<file path="config.mk">
export PLATFORM = sky130hd
export DESIGN_NAME = turtle_segment_generator_flat
export DESIGN_NICKNAME = d
export VERILOG_FILES = /design/src/design/tsg_pkg.sv /design/src/design/tsg_sym_if.sv /design/src/design/tsg_seg_if.sv /design/src/design/tsg_cfg_if.sv /design/src/design/tsg_front.sv /design/src/design/tsg_queue.sv /design/src/design/tsg_back.sv /design/src/design/turtle_segment_generator.sv /design/src/flat_wrapper.sv
export SDC_FILE = /design/constraint.sdc
export NUM_CORES = 2
export LEC_CHECK = 0
export BUFFER_PORTS_ARGS = -buffer_cell sky130_fd_sc_hd__buf_2
export CORE_AREA = 2 2 298 300
export CTS_BUF_LIST = sky130_fd_sc_hd__clkbuf_4 sky130_fd_sc_hd__clkbuf_8
export DETAILED_ROUTE_END_ITERATION = 16
export DIE_AREA = 0 0 300 302
export PLACE_DENSITY_LB_ADDON = 0.2
export SLEW_MARGIN = 20
export SYNTH_ARGS = -nofsm -noshare
export SYNTH_HDL_FRONTEND = slang
export SYNTH_HIERARCHICAL = 1
export SYNTH_SLANG_ARGS = --single-unit
export TNS_END_PERCENT = 5
</file>
<file path="constraint.sdc">
create_clock -name clk -period 23.9 [get_ports clk]
set_input_delay 2.39 -clock clk [delete_from_list [all_inputs] [get_ports clk]]
set_output_delay 2.39 -clock clk [all_outputs]
set_load 0.02 [all_outputs]
</file>
<file path="src/design/tsg_pkg.sv">
// Shared types, symbol codes, register indexes and trig helpers for the turtle segment generator.
package tsg_pkg;

  // ASCII codes of the symbols that do something
  localparam logic [7:0] CH_A     = 8'h41;
  localparam logic [7:0] CH_B     = 8'h42;
  localparam logic [7:0] CH_PLUS  = 8'h2b;
  localparam logic [7:0] CH_MINUS = 8'h2d;

  // Configuration register indexes
  localparam int CFG_INDEX_W = 3;
  localparam int CFG_DATA_W  = 16;
  localparam logic [CFG_INDEX_W-1:0] REG_STEP_LENGTH   = 3'd0;
  localparam logic [CFG_INDEX_W-1:0] REG_TURN_STEP     = 3'd1;
  localparam logic [CFG_INDEX_W-1:0] REG_START_X       = 3'd2;
  localparam logic [CFG_INDEX_W-1:0] REG_START_Y       = 3'd3;
  localparam logic [CFG_INDEX_W-1:0] REG_START_HEADING = 3'd4;

  // Register reset values
  localparam logic [7:0]         STEP_LENGTH_RST   = 8'd20;
  localparam logic [8:0]         TURN_STEP_RST     = 9'd60;
  localparam logic signed [15:0] START_X_RST       = 16'sd200;
  localparam logic signed [15:0] START_Y_RST       = 16'sd100;
  localparam logic [8:0]         START_HEADING_RST = 9'd0;

  // Angles in degrees
  localparam logic [9:0] FULL_TURN    = 10'd360;
  localparam logic [9:0] HALF_TURN    = 10'd180;
  localparam logic [9:0] QUARTER_TURN = 10'd90;
  localparam logic [9:0] THREE_QUARTER_TURN = 10'd270;

  // Quarter-wave sine table, 0..90 degrees
  localparam int SIN_ENTRIES   = 91;
  localparam int TRIG_W        = 25;
  localparam int SERIES_TERMS  = 40;
  localparam longint unsigned DEG_Q62 = 64'd80489105089764729;
  localparam longint unsigned ONE_Q62 = 64'h4000_0000_0000_0000;

  typedef logic [TRIG_W-1:0] trig_word_t;
  typedef trig_word_t sin_table_t [0:SIN_ENTRIES-1];

  // Decoded symbol
  typedef enum logic [1:0] {
    OP_NONE,
    OP_DRAW,
    OP_LEFT,
    OP_RIGHT
  } op_t;

  typedef struct packed {
    op_t  op;
    logic restart;
  } item_t;

  typedef struct packed {
    logic [6:0] idx;
    logic       neg;
  } trig_sel_t;

  // Fold a value below 720 into 0..359
  function automatic logic [8:0] wrap360(input logic [9:0] d);
    logic [9:0] r;
    r = (d >= FULL_TURN) ? d - FULL_TURN : d;
    return r[8:0];
  endfunction

  // Table index and sign for sin of an angle below 450 degrees
  function automatic trig_sel_t trig_select(input logic [9:0] d);
    logic [9:0] r;
    logic [1:0] q;
    trig_sel_t  s;
    if (d < QUARTER_TURN) begin
      q = 2'd0;
      r = d;
    end else if (d < HALF_TURN) begin
      q = 2'd1;
      r = d - QUARTER_TURN;
    end else if (d < THREE_QUARTER_TURN) begin
      q = 2'd2;
      r = d - HALF_TURN;
    end else if (d < FULL_TURN) begin
      q = 2'd3;
      r = d - THREE_QUARTER_TURN;
    end else begin
      q = 2'd0;
      r = d - FULL_TURN;
    end
    s.idx = q[0] ? 7'(QUARTER_TURN - r) : 7'(r);
    s.neg = q[1];
    return s;
  endfunction

  // Elaboration-time sine table: Taylor series in unsigned Q2.62, rounded half up
  function automatic sin_table_t build_sin_table(input int frac);
    sin_table_t        tab;
    longint unsigned   x;
    longint unsigned   x2;
    longint unsigned   term;
    longint unsigned   sum;
    logic [127:0]      p;
    int                n;
    for (int k = 0; k < SIN_ENTRIES; k++) begin
      x    = DEG_Q62 * 64'(k);
      p    = {64'd0, x} * {64'd0, x};
      x2   = p[125:62];
      term = x;
      sum  = x;
      for (n = 1; n < SERIES_TERMS && term != 0; n++) begin
        p    = {64'd0, term} * {64'd0, x2};
        term = p[125:62] / 64'((2 * n) * (2 * n + 1));
        if (n[0]) sum = sum - term;
        else      sum = sum + term;
      end
      if (k == SIN_ENTRIES - 1 && sum > ONE_Q62) sum = ONE_Q62;
      sum    = (sum + (64'd1 << (61 - frac))) >> (62 - frac);
      tab[k] = TRIG_W'(sum);
    end
    return tab;
  endfunction

endpackage

</file>
<file path="src/design/tsg_sym_if.sv">
// Input channel: one L-system symbol per item.
interface tsg_sym_if;
  logic       valid;
  logic       ready;
  logic [7:0] symbol;
  logic       restart;

  modport source (output valid, symbol, restart, input ready);
  modport sink (input valid, symbol, restart, output ready);
endinterface

</file>
<file path="src/design/tsg_seg_if.sv">
// Output channel: one segment report per item.
interface tsg_seg_if #(
  parameter int COORD_WIDTH = 16
);
  logic                          valid;
  logic                          ready;
  logic                          draw_line;
  logic signed [COORD_WIDTH-1:0] from_x;
  logic signed [COORD_WIDTH-1:0] from_y;
  logic signed [COORD_WIDTH-1:0] to_x;
  logic signed [COORD_WIDTH-1:0] to_y;
  logic [8:0]                    heading_now;
  logic signed [COORD_WIDTH-1:0] box_min_x;
  logic signed [COORD_WIDTH-1:0] box_max_x;
  logic signed [COORD_WIDTH-1:0] box_min_y;
  logic signed [COORD_WIDTH-1:0] box_max_y;

  modport source (output valid, draw_line, from_x, from_y, to_x, to_y, heading_now,
                  box_min_x, box_max_x, box_min_y, box_max_y, input ready);
  modport sink (input valid, draw_line, from_x, from_y, to_x, to_y, heading_now,
                box_min_x, box_max_x, box_min_y, box_max_y, output ready);
endinterface

</file>
<file path="src/design/tsg_cfg_if.sv">
// Configuration write channel: register index and write data.
interface tsg_cfg_if;
  logic        valid;
  logic        ready;
  logic [2:0]  reg_index;
  logic [15:0] wdata;

  modport source (output valid, reg_index, wdata, input ready);
  modport sink (input valid, reg_index, wdata, output ready);
endinterface

</file>
<file path="src/design/tsg_front.sv">
// Front end: accepts symbols and decodes them into queue items.
module tsg_front
  import tsg_pkg::*;
(
  input  logic  clk,
  input  logic  rst,
  tsg_sym_if.sink sym,
  output logic  push,
  output item_t push_item,
  input  logic  push_ready
);

  logic  held;
  item_t held_item;
  op_t   op_dec;

  // Symbol decode
  always_comb begin
    unique case (sym.symbol) inside
      CH_A, CH_B: op_dec = OP_DRAW;
      CH_PLUS:    op_dec = OP_LEFT;
      CH_MINUS:   op_dec = OP_RIGHT;
      default:    op_dec = OP_NONE;
    endcase
  end

  assign sym.ready = !held || push_ready;
  assign push      = held;
  assign push_item = held_item;

  // Decoded item register
  always_ff @(posedge clk) begin
    if (rst) begin
      held <= 1'b0;
    end else if (sym.valid && sym.ready) begin
      held <= 1'b1;
    end else if (push_ready) begin
      held <= 1'b0;
    end
    if (sym.valid && sym.ready) begin
      held_item.op      <= op_dec;
      held_item.restart <= sym.restart;
    end
  end

endmodule

</file>
<file path="src/design/tsg_queue.sv">
// Short item queue between the front end and the execution pipeline.
module tsg_queue
  import tsg_pkg::*;
#(
  parameter int DEPTH = 4
) (
  input  logic  clk,
  input  logic  rst,
  input  logic  push,
  input  item_t push_item,
  output logic  push_ready,
  output logic  pop_valid,
  output item_t pop_item,
  input  logic  pop
);

  localparam int PTR_W = (DEPTH > 1) ? $clog2(DEPTH) : 1;
  localparam int CNT_W = $clog2(DEPTH + 1);
  localparam logic [PTR_W-1:0] LAST = PTR_W'(DEPTH - 1);

  item_t            slots [DEPTH];
  logic [PTR_W-1:0] wr_ptr;
  logic [PTR_W-1:0] rd_ptr;
  logic [CNT_W-1:0] count;
  logic             do_push;

  assign push_ready = (count != CNT_W'(DEPTH));
  assign pop_valid  = (count != '0);
  assign pop_item   = slots[rd_ptr];
  assign do_push    = push && push_ready;

  // Pointers and fill count
  always_ff @(posedge clk) begin
    if (rst) begin
      wr_ptr <= '0;
      rd_ptr <= '0;
      count  <= '0;
    end else begin
      if (do_push) wr_ptr <= (wr_ptr == LAST) ? '0 : wr_ptr + 1'b1;
      if (pop)     rd_ptr <= (rd_ptr == LAST) ? '0 : rd_ptr + 1'b1;
      if (do_push && !pop)      count <= count + 1'b1;
      else if (!do_push && pop) count <= count - 1'b1;
    end
  end

  // Storage
  always_ff @(posedge clk) begin
    if (do_push) slots[wr_ptr] <= push_item;
  end

  a_count_bound: assert property (@(posedge clk) disable iff (rst)
    count <= CNT_W'(DEPTH))
    else $error("queue count above depth");

  a_no_pop_empty: assert property (@(posedge clk) disable iff (rst)
    pop |-> count != '0)
    else $error("pop from empty queue");

  a_count_track: assert property (@(posedge clk) disable iff (rst)
    (do_push && !pop) |=> count == $past(count) + 1'b1)
    else $error("queue count lost a push");

endmodule

</file>
<file path="src/design/tsg_back.sv">
// Execution pipeline: heading and trig lookup, scaling, pen move, bounding box.
module tsg_back
  import tsg_pkg::*;
#(
  parameter int COORD_WIDTH    = 16,
  parameter int TRIG_FRAC_BITS = 16
) (
  input  logic  clk,
  input  logic  rst,
  input  logic  q_valid,
  input  item_t q_item,
  output logic  q_pop,
  tsg_cfg_if.sink cfg,
  tsg_seg_if.source seg
);

  localparam int CW = COORD_WIDTH;
  localparam int FB = TRIG_FRAC_BITS;
  localparam int PW = FB + 9;
  localparam sin_table_t SIN_TAB = build_sin_table(FB);
  localparam logic signed [CW-1:0] CMAX = {1'b0, {(CW-1){1'b1}}};
  localparam logic signed [CW-1:0] CMIN = {1'b1, {(CW-1){1'b0}}};

  // Saturate a 16-bit start coordinate into the coordinate range
  function automatic logic signed [CW-1:0] fit_coord(input logic signed [15:0] v);
    logic signed [32:0] w;
    w = 33'(v);
    if (w > 33'(CMAX)) w = 33'(CMAX);
    if (w < 33'(CMIN)) w = 33'(CMIN);
    return w[CW-1:0];
  endfunction

  // Clamp a one-bit-wider sum
  function automatic logic signed [CW-1:0] sat_sum(input logic signed [CW:0] s);
    if (s[CW] != s[CW-1]) return s[CW] ? CMIN : CMAX;
    return s[CW-1:0];
  endfunction

  // Configuration registers
  logic [7:0]         step_length;
  logic [8:0]         turn_step;
  logic signed [15:0] start_x;
  logic signed [15:0] start_y;
  logic [8:0]         start_heading;

  assign cfg.ready = 1'b1;

  always_ff @(posedge clk) begin
    if (rst) begin
      step_length   <= STEP_LENGTH_RST;
      turn_step     <= TURN_STEP_RST;
      start_x       <= START_X_RST;
      start_y       <= START_Y_RST;
      start_heading <= START_HEADING_RST;
    end else if (cfg.valid) begin
      unique case (cfg.reg_index)
        REG_STEP_LENGTH:   step_length   <= cfg.wdata[7:0];
        REG_TURN_STEP:     turn_step     <= cfg.wdata[8:0];
        REG_START_X:       start_x       <= cfg.wdata;
        REG_START_Y:       start_y       <= cfg.wdata;
        REG_START_HEADING: start_heading <= cfg.wdata[8:0];
        default: ;
      endcase
    end
  end

  logic [8:0]             turn_mod;
  logic [8:0]             head_start;
  logic signed [CW-1:0]   start_x_c;
  logic signed [CW-1:0]   start_y_c;

  assign turn_mod   = wrap360({1'b0, turn_step});
  assign head_start = wrap360({1'b0, start_heading});
  assign start_x_c  = fit_coord(start_x);
  assign start_y_c  = fit_coord(start_y);

  // Whole pipeline moves when the output register can take a result
  logic en;
  assign en    = !seg.valid || seg.ready;
  assign q_pop = en && q_valid;

  // Stage 1: heading update and table lookup
  logic [8:0] heading;
  logic [8:0] h_base;
  logic [8:0] h_next;
  trig_sel_t  cos_sel;
  trig_sel_t  sin_sel;

  assign h_base  = q_item.restart ? head_start : heading;
  assign cos_sel = trig_select({1'b0, h_base} + QUARTER_TURN);
  assign sin_sel = trig_select({1'b0, h_base});

  always_comb begin
    unique case (q_item.op)
      OP_LEFT:  h_next = wrap360({1'b0, h_base} + {1'b0, turn_mod});
      OP_RIGHT: h_next = wrap360({1'b0, h_base} + FULL_TURN - {1'b0, turn_mod});
      default:  h_next = h_base;
    endcase
  end

  logic          s1_valid;
  logic          s1_draw;
  logic          s1_restart;
  logic [8:0]    s1_heading;
  logic [FB:0]   s1_cmag;
  logic          s1_cneg;
  logic [FB:0]   s1_smag;
  logic          s1_sneg;

  always_ff @(posedge clk) begin
    if (rst) begin
      heading  <= wrap360({1'b0, START_HEADING_RST});
      s1_valid <= 1'b0;
    end else if (en) begin
      s1_valid <= q_valid;
      if (q_valid) heading <= h_next;
    end
    if (en) begin
      s1_draw    <= (q_item.op == OP_DRAW);
      s1_restart <= q_item.restart;
      s1_heading <= h_next;
      s1_cmag    <= SIN_TAB[cos_sel.idx][FB:0];
      s1_cneg    <= cos_sel.neg;
      s1_smag    <= SIN_TAB[sin_sel.idx][FB:0];
      s1_sneg    <= sin_sel.neg;
    end
  end

  // Stage 2: scale by step length, truncate toward zero
  logic [PW-1:0]     cprod;
  logic [PW-1:0]     sprod;
  logic [7:0]        cstep;
  logic [7:0]        sstep;
  logic signed [8:0] dx;
  logic signed [8:0] dy;

  assign cprod = PW'(s1_cmag) * PW'(step_length);
  assign sprod = PW'(s1_smag) * PW'(step_length);
  assign cstep = cprod[FB+7:FB];
  assign sstep = sprod[FB+7:FB];
  assign dx    = s1_cneg ? -$signed({1'b0, cstep}) : $signed({1'b0, cstep});
  assign dy    = s1_sneg ? -$signed({1'b0, sstep}) : $signed({1'b0, sstep});

  logic              s2_valid;
  logic              s2_draw;
  logic              s2_restart;
  logic [8:0]        s2_heading;
  logic signed [8:0] s2_dx;
  logic signed [8:0] s2_dy;

  always_ff @(posedge clk) begin
    if (rst) begin
      s2_valid <= 1'b0;
    end else if (en) begin
      s2_valid <= s1_valid;
    end
    if (en) begin
      s2_draw    <= s1_draw;
      s2_restart <= s1_restart;
      s2_heading <= s1_heading;
      s2_dx      <= dx;
      s2_dy      <= dy;
    end
  end

  // Stage 3: pen move with saturation
  logic signed [CW-1:0] pen_x;
  logic signed [CW-1:0] pen_y;
  logic signed [CW-1:0] fx;
  logic signed [CW-1:0] fy;
  logic signed [CW:0]   sum_x;
  logic signed [CW:0]   sum_y;
  logic signed [CW-1:0] tx;
  logic signed [CW-1:0] ty;

  assign fx    = s2_restart ? start_x_c : pen_x;
  assign fy    = s2_restart ? start_y_c : pen_y;
  assign sum_x = {fx[CW-1], fx} + (CW+1)'(s2_dx);
  assign sum_y = {fy[CW-1], fy} - (CW+1)'(s2_dy);
  assign tx    = s2_draw ? sat_sum(sum_x) : fx;
  assign ty    = s2_draw ? sat_sum(sum_y) : fy;

  logic                 s3_valid;
  logic                 s3_draw;
  logic                 s3_restart;
  logic [8:0]           s3_heading;
  logic signed [CW-1:0] s3_from_x;
  logic signed [CW-1:0] s3_from_y;
  logic signed [CW-1:0] s3_to_x;
  logic signed [CW-1:0] s3_to_y;

  always_ff @(posedge clk) begin
    if (rst) begin
      pen_x    <= fit_coord(START_X_RST);
      pen_y    <= fit_coord(START_Y_RST);
      s3_valid <= 1'b0;
    end else if (en) begin
      s3_valid <= s2_valid;
      if (s2_valid) begin
        pen_x <= tx;
        pen_y <= ty;
      end
    end
    if (en) begin
      s3_draw    <= s2_draw;
      s3_restart <= s2_restart;
      s3_heading <= s2_heading;
      s3_from_x  <= fx;
      s3_from_y  <= fy;
      s3_to_x    <= tx;
      s3_to_y    <= ty;
    end
  end

  // Stage 4: bounding box and output register
  logic signed [CW-1:0] low_x;
  logic signed [CW-1:0] high_x;
  logic signed [CW-1:0] low_y;
  logic signed [CW-1:0] high_y;
  logic signed [CW-1:0] base_lx;
  logic signed [CW-1:0] base_hx;
  logic signed [CW-1:0] base_ly;
  logic signed [CW-1:0] base_hy;
  logic signed [CW-1:0] new_lx;
  logic signed [CW-1:0] new_hx;
  logic signed [CW-1:0] new_ly;
  logic signed [CW-1:0] new_hy;

  assign base_lx = s3_restart ? CMAX : low_x;
  assign base_hx = s3_restart ? CMIN : high_x;
  assign base_ly = s3_restart ? CMAX : low_y;
  assign base_hy = s3_restart ? CMIN : high_y;
  assign new_lx  = (s3_draw && s3_to_x < base_lx) ? s3_to_x : base_lx;
  assign new_hx  = (s3_draw && s3_to_x > base_hx) ? s3_to_x : base_hx;
  assign new_ly  = (s3_draw && s3_to_y < base_ly) ? s3_to_y : base_ly;
  assign new_hy  = (s3_draw && s3_to_y > base_hy) ? s3_to_y : base_hy;

  always_ff @(posedge clk) begin
    if (rst) begin
      low_x     <= CMAX;
      high_x    <= CMIN;
      low_y     <= CMAX;
      high_y    <= CMIN;
      seg.valid <= 1'b0;
    end else if (en) begin
      seg.valid <= s3_valid;
      if (s3_valid) begin
        low_x  <= new_lx;
        high_x <= new_hx;
        low_y  <= new_ly;
        high_y <= new_hy;
      end
    end
    if (en) begin
      seg.draw_line   <= s3_draw;
      seg.from_x      <= s3_from_x;
      seg.from_y      <= s3_from_y;
      seg.to_x        <= s3_to_x;
      seg.to_y        <= s3_to_y;
      seg.heading_now <= s3_heading;
      seg.box_min_x   <= new_lx;
      seg.box_max_x   <= new_hx;
      seg.box_min_y   <= new_ly;
      seg.box_max_y   <= new_hy;
    end
  end

  a_heading_range: assert property (@(posedge clk) disable iff (rst)
    heading < FULL_TURN[8:0] && s1_heading < FULL_TURN[8:0] || !s1_valid && heading < 9'(FULL_TURN))
    else $error("heading out of range");

  a_nodraw_still: assert property (@(posedge clk) disable iff (rst)
    seg.valid && !seg.draw_line |-> seg.from_x == seg.to_x && seg.from_y == seg.to_y)
    else $error("pen moved on a non-drawing item");

  a_box_covers_end: assert property (@(posedge clk) disable iff (rst)
    seg.valid && seg.draw_line |->
      seg.box_min_x <= seg.to_x && seg.to_x <= seg.box_max_x &&
      seg.box_min_y <= seg.to_y && seg.to_y <= seg.box_max_y)
    else $error("bounding box misses segment end");

endmodule

</file>
<file path="src/design/turtle_segment_generator.sv">
// A symbol passes the front-end register, the queue and the stage 1 to 4 registers.
// One item per cycle unless the output stalls; the pose registers each close a loop
// (heading add in stage 1, pen add in stage 3, box compare in stage 4).
// Output stalls freeze the pipeline; a 4-entry queue keeps the input side taking items.
// Synchronous reset loads the default registers, start pose and an empty bounding box.
module turtle_segment_generator
  import tsg_pkg::*;
#(
  parameter int COORD_WIDTH    = 16,
  parameter int TRIG_FRAC_BITS = 16
) (
  input logic clk,
  input logic rst,
  tsg_sym_if.sink   symbols,
  tsg_seg_if.source segments,
  tsg_cfg_if.sink   cfg
);

  logic  push;
  item_t push_item;
  logic  push_ready;
  logic  q_valid;
  item_t q_item;
  logic  q_pop;

  tsg_front u_front (
    .clk        (clk),
    .rst        (rst),
    .sym        (symbols),
    .push       (push),
    .push_item  (push_item),
    .push_ready (push_ready)
  );

  tsg_queue #(
    .DEPTH (4)
  ) u_queue (
    .clk        (clk),
    .rst        (rst),
    .push       (push),
    .push_item  (push_item),
    .push_ready (push_ready),
    .pop_valid  (q_valid),
    .pop_item   (q_item),
    .pop        (q_pop)
  );

  tsg_back #(
    .COORD_WIDTH    (COORD_WIDTH),
    .TRIG_FRAC_BITS (TRIG_FRAC_BITS)
  ) u_back (
    .clk     (clk),
    .rst     (rst),
    .q_valid (q_valid),
    .q_item  (q_item),
    .q_pop   (q_pop),
    .cfg     (cfg),
    .seg     (segments)
  );

endmodule

</file>
<file path="src/flat_wrapper.sv">
// flat-port wrapper written by rule: the top's interface ports become plain ports
module turtle_segment_generator_flat import tsg_pkg::*;
#(
  parameter int COORD_WIDTH    = 16,
  parameter int TRIG_FRAC_BITS = 16
)
  (clk, rst, symbols_valid, symbols_symbol, symbols_restart, symbols_ready, segments_valid, segments_draw_line, segments_from_x, segments_from_y, segments_to_x, segments_to_y, segments_heading_now, segments_box_min_x, segments_box_max_x, segments_box_min_y, segments_box_max_y, segments_ready, cfg_valid, cfg_reg_index, cfg_wdata, cfg_ready);
  tsg_sym_if symbols_i ();
  tsg_seg_if #(.COORD_WIDTH(COORD_WIDTH)) segments_i ();
  tsg_cfg_if cfg_i ();
  input logic clk;
  input logic rst;
  input wire logic [$bits(symbols_i.valid)-1:0] symbols_valid;
  input wire logic [$bits(symbols_i.symbol)-1:0] symbols_symbol;
  input wire logic [$bits(symbols_i.restart)-1:0] symbols_restart;
  output wire logic [$bits(symbols_i.ready)-1:0] symbols_ready;
  output wire logic [$bits(segments_i.valid)-1:0] segments_valid;
  output wire logic [$bits(segments_i.draw_line)-1:0] segments_draw_line;
  output wire logic [$bits(segments_i.from_x)-1:0] segments_from_x;
  output wire logic [$bits(segments_i.from_y)-1:0] segments_from_y;
  output wire logic [$bits(segments_i.to_x)-1:0] segments_to_x;
  output wire logic [$bits(segments_i.to_y)-1:0] segments_to_y;
  output wire logic [$bits(segments_i.heading_now)-1:0] segments_heading_now;
  output wire logic [$bits(segments_i.box_min_x)-1:0] segments_box_min_x;
  output wire logic [$bits(segments_i.box_max_x)-1:0] segments_box_max_x;
  output wire logic [$bits(segments_i.box_min_y)-1:0] segments_box_min_y;
  output wire logic [$bits(segments_i.box_max_y)-1:0] segments_box_max_y;
  input wire logic [$bits(segments_i.ready)-1:0] segments_ready;
  input wire logic [$bits(cfg_i.valid)-1:0] cfg_valid;
  input wire logic [$bits(cfg_i.reg_index)-1:0] cfg_reg_index;
  input wire logic [$bits(cfg_i.wdata)-1:0] cfg_wdata;
  output wire logic [$bits(cfg_i.ready)-1:0] cfg_ready;
  assign symbols_i.valid = symbols_valid;
  assign symbols_i.symbol = symbols_symbol;
  assign symbols_i.restart = symbols_restart;
  assign symbols_ready = symbols_i.ready;
  assign segments_valid = segments_i.valid;
  assign segments_draw_line = segments_i.draw_line;
  assign segments_from_x = segments_i.from_x;
  assign segments_from_y = segments_i.from_y;
  assign segments_to_x = segments_i.to_x;
  assign segments_to_y = segments_i.to_y;
  assign segments_heading_now = segments_i.heading_now;
  assign segments_box_min_x = segments_i.box_min_x;
  assign segments_box_max_x = segments_i.box_max_x;
  assign segments_box_min_y = segments_i.box_min_y;
  assign segments_box_max_y = segments_i.box_max_y;
  assign segments_i.ready = segments_ready;
  assign cfg_i.valid = cfg_valid;
  assign cfg_i.reg_index = cfg_reg_index;
  assign cfg_i.wdata = cfg_wdata;
  assign cfg_ready = cfg_i.ready;
  turtle_segment_generator #(.COORD_WIDTH(COORD_WIDTH), .TRIG_FRAC_BITS(TRIG_FRAC_BITS)) u_core (.clk(clk), .rst(rst), .symbols(symbols_i), .segments(segments_i), .cfg(cfg_i));
endmodule
</file>
==> flow_summary.ini <==
[run_status]
status = complete, no violations

[global_routing]
antenna_found_initial = 4
grt_overflow = 0
grt_first_pass_wirelength_microns = 155000
grt_max_degree = 143
grt_pass1_vias = 28006
grt.total_usage_pct = 21.2

[sta]
rsz0062_at_grt = false
slew_viol_final = 0
holdWs_ps = 390
layout_setup_ws_ps = 15400
fin_tns_setup_ps = 0
slew_headroom_pct = 27.9
setup_viol = 0
clock.fmax_mhz = 118
worstMarginPinSlew_ps = 1080
period_minus_slack_ps = 8500
hold_violations = 0
period_share_pct = 35.6
fin_skew_ps = 39.1

[worst_setup_path]
critPathMaxStageDelay_ps = 770
crit_chain = mux4_2, mux2i_4, inv_2, ha_1, or4_1, and2_1, inv_1, ha_1, nand2_1, and4_1, o41a_1, a21boi_2, a21o_1, xnor2_1, ha_1, o21ai_0, a2111o_1, nand3_2, buf_4, inv_2, ha_1, nor3_1, a2111oi_0, o32ai_1
worst-path-max-fanout = 50
criticalPathCategory = flip-flop to flip-flop
slowest_stage = mux4_2
cpMostUsedCell = ha_1
arrival_ps = 8890
crit_required_ps = 24290
cp-end-kind = flip-flop
cp-start-kind = flip-flop

[placement]
dp_slack_ps = 15570
io_buffer_count = 172
globalplace.congestion = 0.896
dp_hpwl_microns = 68600

[floorplanning]
start_util_pct = 41.7
die_h_microns = 302
num_rows = 109
core_area_sq_um = 87600
io_pins = 174
die_area_sq_um = 90600
die_width_microns = 300

[logic_synthesis]
synth_commonest_cells = nand2_1 (427), inv_1 (340), nor2_1 (332), edfxtp_1 (304), ha_1 (255)
ys_async_sr_fraction_pct = 0
yosysMostFrequentCell = nand2_1
synth_area_sq_um = 36500
synthCells = 3918
ys_ff_latch = 481
yosys.area.top_type_share_pct = 25.0
seq_area_frac_synth_pct = 34.7
synth_edf_count = 304
yosys_warnings = 6
ys_top_cells_by_area = edfxtp_1 (25%), fa_1 (9.9%), dfxtp_1 (9.7%)
syn_nets = 4387
synth_ff_type = edfxtp_1
syn_avg_cell_area_sq_um = 9.31
synth_top_area_cell = edfxtp_1
ys_types = 122

[clocking]
clk_pin_slew_worst_paths_ps = 60
cts_resized = 0
cts.sinks = 481
clkLatencyLatePin_ps = 700
cts_setup_buffers = 0
cts_buffer_depth = 3
cts_htree_levels = 3
cts_hold_buf = 0
cts_root_buf = clkbuf_8
tritoncts = done
cts-buffers-inserted = 85

[detailed_routing]
finalWirelength_microns = 96700
drtIter0Drc = 2325
wl_per_cell_microns = 18.5
ant_nets = 0
route.detailed.drc = 0
via_count = 28894
drtPass1Iterations = 5
viasPerCell = 5.52

[cells_and_area]
post-route-util_pct = 46.0
syn_to_final_growth_pct = 10.3
drive_above_1_share_pct = 12.1
top_regs = u_core/u_back/s1_cmag: 17 flops, u_core/u_back/s1_smag: 17 flops
num-nets-final = 4468

[min_path]
hold_class = flip-flop to flip-flop

[job]
max-cap-violations = 0
worst paths after layout:
check | start | to | slack, ps | cells after the start
hold reg to reg | u_core/u_back/s3_from_y[14] | u_core/u_back/seg.from_y[14] | 390 | 0
hold / removal | u_core/u_back/s3_from_y[14] | u_core/u_back/seg.from_y[14] | 390 | 0
setup reg to reg | flip-flop | u_core/u_back/s1_cmag[2] | 15400 | 24
setup / recovery | flip-flop | u_core/u_back/s1_cmag[2] | 15400 | 24
metrics by stage:
stage,instance area [sq um],std cells
after floorplan,36500,3918
after CTS,40300,5237
final,40300,5239
after detailed placement,38300,5077
after global routing,40300,5238
after global placement,38300,5077
cell usage in the layout (no fill, tap or decap), types with 54 or more instances in the layout:
master	instances
fa_1	181
nor3_1	90
edfxtp_1	304
nand2_1	426
mux2i_1	61
nand2b_1	59
dfxtp_1	177
a21oi_1	241
ha_1	255
nor2_1	330
clkbuf_8	91
a21o_1	54
o21ai_0	124
xnor2_1	73
and2_1	195
buf_2	171
inv_1	339
per-layer routing:
metal / GRT usage (%) / up-vias / part of all wire, %
met3: 2.82 / 174 / 5.0
met1: 29.5 / 13877 / 46
met5: 0 / - / 0.042
li1: - / 13951 / -
met2: 34.6 / 886 / 46
met4: 6.20 / 6 / 2.6
cell type report:
class	count	area, sq um
Clock inverter	37	457
Fill cell	8534	47300
Tap cell	1165	1460
Timing Repair Buffer	219	1230
Antenna cell	2	5.00
Inverter	347	1320
Multi-Input combinational cell	2865	21600
Clock buffer	123	1490
Sequential cell	481	12700
critical path, delay by kind of cell, from the launching register on:
kind / cells / cell delay, ps
xor gates and xnor gates: 1 / 140
and+or+nand+nor: 6 / 1440
DFF: 1 / 430
AOI/OAI and AO/OA: 7 / 2320
muxes: 2 / 1240
adders and majority gates: 4 / 1220
buffers and inverters: 4 / 1370
kinds of logic after synthesis:
family | synth area share, %
AOI/OAI and AO/OA | 16.0
xor gates and xnor gates | 2.67
adders and majority gates | 18.8
buffers and inverters | 6.17
DFF | 34.7
muxes | 3.86
other | 0.0103
and+or+nand+nor | 17.7
Power is not shown: default switching activity piles up to over one toggle a cycle in this logic, so the estimate is an artifact.
